`config.mk`:
```
export PLATFORM = sky130hd
export DESIGN_NAME = qam_soft_demapper
export DESIGN_NICKNAME = d
export VERILOG_FILES = /design/src/rtl/qsd_pkg.sv /design/src/rtl/qam_soft_demapper.sv /design/src/rtl/qsd_lane.sv
export VERILOG_INCLUDE_DIRS = /design/src /design/src/rtl
export SDC_FILE = /design/constraint.sdc
export NUM_CORES = 2
export LEC_CHECK = 0
export BUFFER_PORTS_ARGS = -buffer_cell sky130_fd_sc_hd__clkbuf_2
export CORE_MARGIN = 8
export CORE_UTILIZATION = 28
export CTS_BUF_LIST = sky130_fd_sc_hd__clkbuf_16
export CTS_CLUSTER_DIAMETER = 200
export DETAILED_ROUTE_END_ITERATION = 10
export GPL_TIMING_DRIVEN = 1
export MAX_ROUTING_LAYER = met4
export REMOVE_ABC_BUFFERS = 1
export SETUP_SLACK_MARGIN = 0.3
export SLEW_MARGIN = 20
export SYNTH_ARGS = -nofsm -noshare
export SYNTH_HDL_FRONTEND = slang
export SYNTH_SLANG_ARGS = --single-unit
```
`constraint.sdc`:
```
create_clock -name clk -period 20 [get_ports clk]
set_input_delay 1 -clock clk [delete_from_list [all_inputs] [get_ports clk]]
set_output_delay 1 -clock clk [all_outputs]
set_load 0.005 [all_outputs]
```
`src/rtl/qam_soft_demapper_assert.svh`:
```
// Assertion macros for the soft demapper.
// Included by the top level; depends on nothing else.
`ifndef QAM_SOFT_DEMAPPER_ASSERT_SVH
`define QAM_SOFT_DEMAPPER_ASSERT_SVH
`ifndef SYNTHESIS
`define QSD_ASSERT(lbl, clk, rstn, prop, msg) \
  lbl: assert property (@(posedge clk) disable iff (!rstn) prop) else $error(msg);
`define QSD_ASSERT_NR(lbl, clk, prop, msg) \
  lbl: assert property (@(posedge clk) prop) else $error(msg);
`else
`define QSD_ASSERT(lbl, clk, rstn, prop, msg)
`define QSD_ASSERT_NR(lbl, clk, prop, msg)
`endif
`endif

```
`src/rtl/qsd_pkg.sv`:
```
// Shared types and constants of the soft demapper.
// Used by qsd_lane and qam_soft_demapper; depends on nothing.
package qsd_pkg;

  typedef enum logic [1:0] {
    QSD_QPSK  = 2'd0,
    QSD_16QAM = 2'd1,
    QSD_64QAM = 2'd2,
    QSD_RSVD  = 2'd3
  } qsd_mod_t;

  typedef enum logic [2:0] {
    QSD_REG_MOD    = 3'd0,
    QSD_REG_SINGLE = 3'd1,
    QSD_REG_AGC_QP = 3'd2,
    QSD_REG_AGC_16 = 3'd3,
    QSD_REG_AGC_64 = 3'd4
  } qsd_reg_t;

  localparam logic signed [15:0] QSD_MUL_QPSK  = 16'shA582;
  localparam logic signed [15:0] QSD_MUL_16QAM = 16'shD786;
  localparam logic signed [15:0] QSD_MUL_64_S  = 16'shEC40;
  localparam logic signed [15:0] QSD_MUL_64_M  = 16'shB100;
  localparam logic signed [15:0] QSD_THR_16QAM = 16'sh199A;
  localparam logic signed [15:0] QSD_THR_64_A  = 16'sh0C31;
  localparam logic signed [15:0] QSD_THR_64_B  = 16'sh0618;

  localparam logic [3:0] QSD_BASE_SINGLE   = 4'd9;
  localparam logic [3:0] QSD_BASE_MULTI_64 = 4'd13;
  localparam logic [3:0] QSD_BASE_MULTI    = 4'd12;

  // Per-stage load enables of the pipeline
  typedef struct packed {
    logic s1;
    logic s2;
    logic s3;
    logic s4;
  } qsd_en_t;

  // Output formatting: shift, extra right shift, keep mask for the three bits
  typedef struct packed {
    logic [3:0] shift;
    logic       extra;
    logic [2:0] keep;
  } qsd_fmt_t;

  typedef struct packed {
    qsd_fmt_t   fmt;
    logic [2:0] count;
    logic       last;
  } qsd_ctrl_t;

endpackage

```
`src/rtl/qam_soft_demapper.sv`:
```
// Max-log soft demapper for QPSK, 16QAM and 64QAM: top level, register port, pipeline control.
// Depends on qsd_pkg, qsd_lane and qam_soft_demapper_assert.svh.
//
// One symbol enters per clock while in_stall is low, and its soft bits leave through four
// register stages, one result per transaction. The stages are the mode multipliers, the first
// abs-minus-threshold step, the second one, then saturating shift and byte pick into the
// output register. An empty stage lets the stages behind it advance while the output is
// stalled, so in_stall rises only once all four stages hold a symbol. Registers must be
// written through the APB port only while the pipeline is empty, not enforced by the block.
`include "qam_soft_demapper_assert.svh"
module qam_soft_demapper import qsd_pkg::*; (
  input  logic               clk,
  input  logic               rst_n,
  input  logic               psel,
  input  logic               penable,
  input  logic               pwrite,
  input  logic [4:0]         paddr,
  input  logic [31:0]        pwdata,
  output logic [31:0]        prdata,
  output logic               pready,
  input  logic               in_valid,
  output logic               in_stall,
  input  logic signed [15:0] in_sym_upper,
  input  logic signed [15:0] in_sym_lower,
  input  logic signed [15:0] in_chan_weight,
  input  logic               in_last_in,
  output logic               out_valid,
  input  logic               out_stall,
  output logic signed [7:0]  out_soft_b1,
  output logic signed [7:0]  out_soft_b2,
  output logic signed [7:0]  out_soft_b3,
  output logic signed [7:0]  out_soft_b4,
  output logic signed [7:0]  out_soft_b5,
  output logic signed [7:0]  out_soft_b6,
  output logic [2:0]         out_soft_count,
  output logic               out_last_out
);

  qsd_mod_t   mod_r;
  logic       single_r;
  logic [3:0] agc_qp_r, agc_16_r, agc_64_r;
  logic       cfg_wr;

  assign pready = 1'b1;
  assign cfg_wr = psel & penable & pwrite;

  always_ff @(posedge clk) begin
    if (!rst_n) begin
      mod_r    <= QSD_QPSK;
      single_r <= 1'b1;
      agc_qp_r <= 4'd6;
      agc_16_r <= 4'd5;
      agc_64_r <= 4'd3;
    end else if (cfg_wr) begin
      case (qsd_reg_t'(paddr[4:2]))
        QSD_REG_MOD:    mod_r    <= qsd_mod_t'(pwdata[1:0]);
        QSD_REG_SINGLE: single_r <= pwdata[0];
        QSD_REG_AGC_QP: agc_qp_r <= pwdata[3:0];
        QSD_REG_AGC_16: agc_16_r <= pwdata[3:0];
        QSD_REG_AGC_64: agc_64_r <= pwdata[3:0];
        default: ;
      endcase
    end
  end

  always_comb begin
    case (qsd_reg_t'(paddr[4:2]))
      QSD_REG_MOD:    prdata = {30'd0, mod_r};
      QSD_REG_SINGLE: prdata = {31'd0, single_r};
      QSD_REG_AGC_QP: prdata = {28'd0, agc_qp_r};
      QSD_REG_AGC_16: prdata = {28'd0, agc_16_r};
      QSD_REG_AGC_64: prdata = {28'd0, agc_64_r};
      default:        prdata = 32'd0;
    endcase
  end

  // Mode decode at entry
  logic signed [15:0] mul_k, thr_k, w_sel;
  logic [3:0]         base, agc;
  qsd_ctrl_t          ctrl0;

  always_comb begin
    mul_k       = 16'sd0;
    thr_k       = QSD_THR_64_A;
    w_sel       = in_chan_weight;
    base        = QSD_BASE_SINGLE;
    agc         = agc_qp_r;
    ctrl0.count = 3'd0;
    ctrl0.fmt.keep  = 3'b000;
    ctrl0.fmt.extra = 1'b0;
    case (mod_r)
      QSD_QPSK: begin
        mul_k = QSD_MUL_QPSK;
        base  = single_r ? QSD_BASE_SINGLE : QSD_BASE_MULTI;
        agc   = agc_qp_r;
        ctrl0.count    = 3'd2;
        ctrl0.fmt.keep = 3'b001;
      end
      QSD_16QAM: begin
        mul_k = QSD_MUL_16QAM;
        thr_k = QSD_THR_16QAM;
        w_sel = in_chan_weight >>> 2;
        base  = single_r ? QSD_BASE_SINGLE : QSD_BASE_MULTI;
        agc   = agc_16_r;
        ctrl0.count    = 3'd4;
        ctrl0.fmt.keep = 3'b011;
      end
      QSD_64QAM: begin
        mul_k = single_r ? QSD_MUL_64_S : QSD_MUL_64_M;
        base  = single_r ? QSD_BASE_SINGLE : QSD_BASE_MULTI_64;
        agc   = agc_64_r;
        ctrl0.count     = 3'd6;
        ctrl0.fmt.keep  = 3'b111;
        ctrl0.fmt.extra = !single_r;
      end
      default: ;
    endcase
    ctrl0.fmt.shift = (agc > base) ? 4'd0 : 4'(base - agc);
    ctrl0.last      = in_last_in;
  end

  // Pipeline control: a stage loads when it is empty or the next one loads
  logic      v1_r, v2_r, v3_r, v4_r;
  qsd_en_t   en;
  qsd_ctrl_t ctrl1_r, ctrl2_r, ctrl3_r, ctrl4_r;
  logic signed [31:0] thr_a1_r, thr_b1_r, thr_b2_r;

  assign en.s4    = !v4_r || !out_stall;
  assign en.s3    = !v3_r || en.s4;
  assign en.s2    = !v2_r || en.s3;
  assign en.s1    = !v1_r || en.s2;
  assign in_stall = !en.s1;

  always_ff @(posedge clk) begin
    if (!rst_n) begin
      v1_r <= 1'b0;
      v2_r <= 1'b0;
      v3_r <= 1'b0;
      v4_r <= 1'b0;
    end else begin
      if (en.s1) v1_r <= in_valid;
      if (en.s2) v2_r <= v1_r;
      if (en.s3) v3_r <= v2_r;
      if (en.s4) v4_r <= v3_r;
    end
  end

  always_ff @(posedge clk) begin
    if (en.s1) begin
      ctrl1_r  <= ctrl0;
      thr_a1_r <= 32'(w_sel * thr_k);
      thr_b1_r <= 32'(in_chan_weight * QSD_THR_64_B);
    end
    if (en.s2) begin
      ctrl2_r  <= ctrl1_r;
      thr_b2_r <= thr_b1_r;
    end
    if (en.s3) ctrl3_r <= ctrl2_r;
    if (en.s4) ctrl4_r <= ctrl3_r;
  end

  qsd_lane u_lane_up (
    .clk    (clk),
    .en     (en),
    .in_sym (in_sym_upper),
    .mul_k  (mul_k),
    .thr_a  (thr_a1_r),
    .thr_b  (thr_b2_r),
    .fmt    (ctrl3_r.fmt),
    .soft_a (out_soft_b1),
    .soft_b (out_soft_b3),
    .soft_c (out_soft_b5)
  );

  qsd_lane u_lane_lo (
    .clk    (clk),
    .en     (en),
    .in_sym (in_sym_lower),
    .mul_k  (mul_k),
    .thr_a  (thr_a1_r),
    .thr_b  (thr_b2_r),
    .fmt    (ctrl3_r.fmt),
    .soft_a (out_soft_b2),
    .soft_b (out_soft_b4),
    .soft_c (out_soft_b6)
  );

  assign out_valid      = v4_r;
  assign out_soft_count = ctrl4_r.count;
  assign out_last_out   = ctrl4_r.last;

  `QSD_ASSERT(a_accept_fills, clk, rst_n, in_valid && !in_stall |=> v1_r, "accepted symbol lost at stage one")
  `QSD_ASSERT(a_stall_full, clk, rst_n, in_stall |-> (v1_r && v2_r && v3_r && v4_r), "input stalled with an empty stage")
  `QSD_ASSERT(a_count_code, clk, rst_n, out_valid |-> (out_soft_count == 3'd0 || out_soft_count == 3'd2 || out_soft_count == 3'd4 || out_soft_count == 3'd6), "bad soft bit count")
  `QSD_ASSERT_NR(a_qpsk_zero, clk, (out_valid && out_soft_count == 3'd2) |-> (out_soft_b3 == 8'sd0 && out_soft_b4 == 8'sd0 && out_soft_b5 == 8'sd0 && out_soft_b6 == 8'sd0), "unused QPSK soft bits not zero")

endmodule

```
`src/rtl/qsd_lane.sv`:
```
// Datapath of one symbol half: product, two threshold stages and formatting.
// Depends on qsd_pkg; stage enables and side values come from the top level.
module qsd_lane import qsd_pkg::*; (
  input  logic               clk,
  input  qsd_en_t            en,
  input  logic signed [15:0] in_sym,
  input  logic signed [15:0] mul_k,
  input  logic signed [31:0] thr_a,
  input  logic signed [31:0] thr_b,
  input  qsd_fmt_t           fmt,
  output logic signed [7:0]  soft_a,
  output logic signed [7:0]  soft_b,
  output logic signed [7:0]  soft_c
);

  logic signed [31:0] p1_r, p2_r, p3_r;
  logic signed [31:0] q2_r, q3_r;
  logic signed [31:0] r3_r;
  logic signed [31:0] q2_nxt, r3_nxt;
  logic signed [7:0]  soft_a_r, soft_b_r, soft_c_r;

  function automatic logic signed [31:0] abs_sub(input logic signed [31:0] v,
                                                 input logic signed [31:0] t);
    logic [31:0] a;
    a = v[31] ? (v == 32'sh80000000 ? 32'h7FFFFFFF : 32'(-v)) : v;
    return $signed(a - t);
  endfunction

  function automatic logic signed [7:0] fmt_soft(input logic signed [31:0] v,
                                                 input logic [3:0] s,
                                                 input logic ex,
                                                 input logic keep);
    logic signed [45:0] wide;
    logic signed [31:0] r;
    wide = {{14{v[31]}}, v} << s;
    if (!(&wide[45:31]) && (|wide[45:31])) begin
      r = wide[45] ? 32'sh80000000 : 32'sh7FFFFFFF;
    end else begin
      r = wide[31:0];
    end
    if (ex) begin
      r = r >>> 2;
    end
    return keep ? r[31:24] : 8'sd0;
  endfunction

  assign q2_nxt = abs_sub(p1_r, thr_a);
  assign r3_nxt = abs_sub(q2_r, thr_b);

  always_ff @(posedge clk) begin
    if (en.s1) begin
      p1_r <= 32'(in_sym * mul_k);
    end
    if (en.s2) begin
      p2_r <= p1_r;
      q2_r <= q2_nxt;
    end
    if (en.s3) begin
      p3_r <= p2_r;
      q3_r <= q2_r;
      r3_r <= r3_nxt;
    end
    if (en.s4) begin
      soft_a_r <= fmt_soft(p3_r, fmt.shift, fmt.extra, fmt.keep[0]);
      soft_b_r <= fmt_soft(q3_r, fmt.shift, fmt.extra, fmt.keep[1]);
      soft_c_r <= fmt_soft(r3_r, fmt.shift, fmt.extra, fmt.keep[2]);
    end
  end

  assign soft_a = soft_a_r;
  assign soft_b = soft_b_r;
  assign soft_c = soft_c_r;

endmodule

```
After elaboration in Yosys (flattened, before gate mapping):

Index checks and enable logic that the tools add are counted.

* add/subtract/negate cells: 9
* multipliers: 4
* divide/modulo/power cells: 0
* $lt $le $gt $ge: 1
* equal/unequal tests: 10
* shift operators: 6
* multiplexer cells: 36
* bitwise gates (word level): 2
* reductions and logical operators: 43

Operators by type and width (count)
* 2-to-1 mux 32 bit: 20
* << shifter 46 x 4 -> 46 bit: 6
* 2-to-1 mux 31 bit: 6
* equality test 32 bit, second input constant: 4
* negation 32 bit: 4
* subtractor 32 bit: 4
* AND reduction 15 bit: 6
* OR reduction 15 bit: 6
* multiplier 16 x 16 -> 32 bit: 2
* case mux 16 bit (3 select lines): 1
* multiplier 16 x 14 -> 30 bit: 1
* 2-to-1 mux 15 bit: 2
* multiplier 16 x 9 -> 25 bit, second input constant: 1
* case mux 4 bit (5 select lines): 1
* case mux 6 bit (3 select lines): 1
* logical NOT 1 bit: 13
* 2-to-1 mux 13 bit: 1
* AND reduction 2 bit: 5
* case mux 4 bit (2 select lines): 1
* equality test 3 x 2 -> 1 bit, second input constant: 2
* logical AND 1 bit: 6
* 2-to-1 mux 3 bit: 2
* case mux 3 bit (2 select lines): 1
* greater-than comparator 4 bit: 1
* other kinds (10): 14

* flip-flop bits (word level): 581
* latch bits: 0
* RAM bits: 0
* ROM bits: 0
* input bits: 93
* output and inout bits: 87
* word-level logic and storage cells: 158
* memories kept: 0

Longest topological paths before layout:

* depth after elaboration: 6
* mapped depth: 31
* gate-level depth less buffers: 30

Modules after synthesis:

A second synthesis with hierarchy kept.

* cells, all modules: 6034
* area, all modules: 59882.4 um^2

Modules (own cells, without submodules)
* qsd_lane (u_lane_up): times used 1, cells each 2412, area each 23527.6 um^2, seq. area each 5405.2 um^2
* qsd_lane (u_lane_lo): times used 1, cells each 2415, area each 23338.6 um^2, seq. area each 5405.2 um^2
* qam_soft_demapper: times used 1, cells each 1207, area each 13016.2 um^2, seq. area each 3773.6 um^2

Least setup slack after synthesis:

OpenSTA, ideal clock, no wires.

* path type: input port to flip-flop
* start point: in in_chan_weight[15]
* end point: reg thr_a1_r[30], data pin
* setup time: 0.260 ns
* arrival time: 7.046 ns
* data required time: 19.740 ns
* setup slack: 12.694 ns
* stages: 26
* buffers on the path: 1
* cell sequence: clkbuf_1 -> nand2_1 -> inv_1 -> or2_2 -> ha_1 -> inv_1 -> fa_1 -> inv_1 -> fa_1 -> inv_1 -> fa_1 -> inv_1 -> fa_1 -> inv_1 -> fa_1 -> inv_1 -> ha_1 -> a21o_1 -> a21o_1 -> a2111oi_0 -> nor2_1 -> a311oi_1 -> o211a_1 -> o21bai_1 -> a21oi_1 -> xnor2_1

* cells in the longest elaborated chain, start to end: 2

Ends and longest elaborated chain
* start: declaration: line qam_soft_demapper.sv:25 `input logic signed [15:0] in_chan_weight,`
* 2-to-1 mux 15 bit: line qam_soft_demapper.sv:91 `case (mod_r)`
* multiplier 16 x 14 -> 30 bit *: line qam_soft_demapper.sv:151 `thr_a1_r <= 32'(w_sel * thr_k);`
* end signal: assignment: line qam_soft_demapper.sv:151
* end: declaration: line qam_soft_demapper.sv:126 `logic signed [31:0] thr_a1_r, thr_b1_r, thr_b2_r;`

Mark *: on every way between the ends. The rest lies on a longest branch, timed or not.
A chain may end at the register's enable or synchronous reset.

Worst setup path after layout:

* start point: reg mod_r[1]
* end point: reg u_lane_up.p1_r[31], data pin

* cells in the longest elaborated chain, start to end: 3
* elaborated cells between the ends (all ways): 5
* classes of those cells: 1 x mul; 2 x eq/ne; 1 x mux; 1 x reduce/logical

Ends and longest elaborated chain
* start: declaration: line qam_soft_demapper.sv:39 `qsd_mod_t mod_r;`
* start signal: assignment: line qam_soft_demapper.sv:56 `QSD_REG_MOD: mod_r <= qsd_mod_t'(pwdata[1:0]);`
* equality test 2 bit, or another cell as far along: line qam_soft_demapper.sv:91
* case mux 16 bit (3 select lines) *: line qam_soft_demapper.sv:91
* multiplier 16 x 16 -> 32 bit *: line qsd_lane.sv:52 `p1_r <= 32'(in_sym * mul_k);`
* end signal: assignment: line qsd_lane.sv:52
* end: declaration: line qsd_lane.sv:16 `logic signed [31:0] p1_r, p2_r, p3_r;`

Marked as above.

==> reports/results.tsv <==
metric	value	unit
outcome	finished clean	
worst reg-to-reg setup slack	11710	ps
setup repair bufs after CTS	0	
final worst setup slack	11710	ps
Via density	4.68	
leak pwr	27.0	nW
Rows	161	
Num CTS Buffers	54	
critical path arrival	8620	ps
crit end category	flop	
Placer Congestion	0.915	
Worst Path Required	20330	ps
CTS tree	built	
top cells by count, synth	852 x inv_1, 517 x fa_1, 501 x ha_1, 500 x nand2_1, 471 x edfxtp_1	
reg2reg end	u_lane_up.p1_r[31]	
Slew HR	0.292	
Min-Delay Endpoint	thr_b2_r[13]	
# hold bufs at CTS	0	
minimum clock period	8290	ps
DRC	0	
die height	454	µm
yosys warns	0	
register area share after synthesis	0.270	
max-cap violations	0	
fillers	19800	
synth unique cells	98	
worst slew pin tran	1060	ps
final WL	133000	µm
ys async rst share	0	
antenna violations before repair	13	
Final #Nets	6462	
1st-pass router iterations	6	
CTS Root Cell	clkbuf_16	
Max FO, Critical Path	42	
First DRT Iteration DRCs	2154	
area grow syn2layout	9.05	%
VDD IR max	0.0943	mV
Final Cycle Share	0.415	
register bit count reported by yosys	490	
startpoint types	flop	
count leader, synth	inv_1	
Place WS	11610	ps
Vias	37100	
EDFF count, synth	471	
Hold Crit Depth	0	
Mapped Area	53800	µm²
GRT overflow	0	
largest net degree at the start of global routing	91	
Clock transition at path regs	60	ps
CP Class	reg2reg	
share of cells above drive strength 1	0.0868	
number of global-route vias before repair	38300	
die area	206000	µm²
deepest clock path buffer count	3	
HP Start	thr_b1_r[13]	
Top FF cell, synth	edfxtp_1	
RSZ-0062 raised after global routing	no	
most area-consuming cells after synthesis	edfxtp_1 26%, fa_1 19%, ha_1 12%	
area leader, netlist	edfxtp_1	
Avg WL per Cell	16.8	µm
initial core utilization	0.280	
Core ar.	192000	µm²
post-CTS resize count	0	
FF-to-FF Start	mod_r[1]	
Pwr Density	169	nW/µm²
H-tree depth	2	
first-pass GRT wire length	211000	µm
Top-Level Pins	180	
Post-Syn Instances	5310	
Port-buffer cells	119	
post-route ant nets	0	
top-area cell type share of the netlist area	0.263	
Post-Route Setup TNS	0	ps
Hold WC Path Type	reg2reg	
Syn Area/Cell	10.1	µm²
max frequency	121	MHz
hpwl dp	109000	µm
Clock Sink Count	490	
worst skew pair latency	630	ps
overall routing resource usage	0.130	
Slew Viols, Final	0	
final setup fails	0	
DIE WIDTH	454	µm
FF-to-FF path depth	26	
Worst Skew	33.4	ps
hold violation total from the final report	0	
layout by cell type (no fill, tap or decap), types with 74 or more instances in the layout:
cell      count
mux2i_1     122
edfxtp_1    471
xnor2_1     159
o21ai_0     193
xor2_1      134
inv_1       858
a21oi_1     254
clkbuf_2    119
nor2_1      242
mux4_2       86
ha_1        500
nand2_1     498
and2_1      172
fa_1        517
a21o_1       74
flip-flops by register name (all words and copies together) (netlist names), 25 cells and up:
| register | count |
|---|---|
| thr_b2_r | 25 |
| u_lane_up.p1_r | 31 |
| thr_a1_r | 30 |
| u_lane_lo.p1_r | 31 |
| u_lane_lo.q2_r | 32 |
| thr_b1_r | 25 |
| u_lane_up.q2_r | 32 |
where the power goes:
group	switching (mW)	internal [mW]
Combinational	3.84	2.78
Clock	0.411	0.534
Sequential	0.389	1.95
worst max path at each step:
stage	start	endpoint	cells past startpoint
2_1_floorplan	ctrl3_r[8]	u_lane_up.soft_c[0]	9
3_3_place_gp	in_chan_weight[15]	thr_a1_r[30]	26
3_5_place_dp	in_chan_weight[15]	thr_a1_r[30]	26
4_1_cts	mod_r[1]	u_lane_up.p1_r[31]	26
5_1_grt	mod_r[1]	u_lane_up.p1_r[31]	26
6_report	mod_r[1]	u_lane_up.p1_r[31]	26
cell families (layout without fill, tap and decap cells):
family                     Yosys count  in the layout  synth area share
buffers and inverters             1075           1107            0.0805
DFF                                490            490             0.270
xor gates and xnor gates           293            293            0.0477
AOI/OAI and AO/OA                  853            853             0.101
adders and majority gates         1018           1018             0.309
and+or+nand+nor                   1300           1300             0.118
other                                2             62          0.000140
muxes                              279            279            0.0736
metrics by stage:
stage	cell area [µm²]	hold WS, ps	instances	power [mW]	utilization
after floorplan	52900	400	5139	7.06	-
after global placement	56900	402	7820	8.80	0.297
after detailed placement	56900	405	7820	8.91	0.297
after CTS	58600	389	7918	9.90	0.306
after global routing	58700	419	7928	10.8	0.306
final	58700	400	7928	9.91	0.306
area by class of cell:
cell class,instances,area (µm²),share of cell area
Multi-Input combinational cell,3796,35200,0.600
Tap cell,2526,3160,0.0539
Inverter,853,3210,0.0547
Sequential cell,490,14500,0.248
Clock buffer,56,1400,0.0239
Clock inverter,42,294,0.00501
Antenna cell,9,22.5,0.000384
Timing Repair Buffer,156,881,0.0150
critical path: stages, from the launching register on:
cell and delay, ps:
dfxtp_1 490, ha_2 230, buf_4 490, nor2_2 80
buf_4 270, a21o_1 210, buf_4 260, and2_1 230
fa_1 570, fa_1 460, fa_1 560, fa_1 420
fa_1 490, inv_1 50, fa_1 530, inv_1 60
ha_1 370, nand3_1 170, nor3_1 220, nand3_1 130
a21oi_1 190, nand4b_1 180, a31oi_1 140, a21oi_1 360
a21o_1 200, a21oi_1 90, xnor2_1 500
layer usage:
layer / part of all wire / up-vias / GRT usage
met1: 0.45 / 18100 / 0.166
met4: 0.029 / 0 / 0.0355
met2: 0.48 / 780 / 0.220
met3: 0.043 / 194 / 0.0156
met5: 0 / - / -
li1: - / 18000 / -
(Power assumes the default switching activity.)
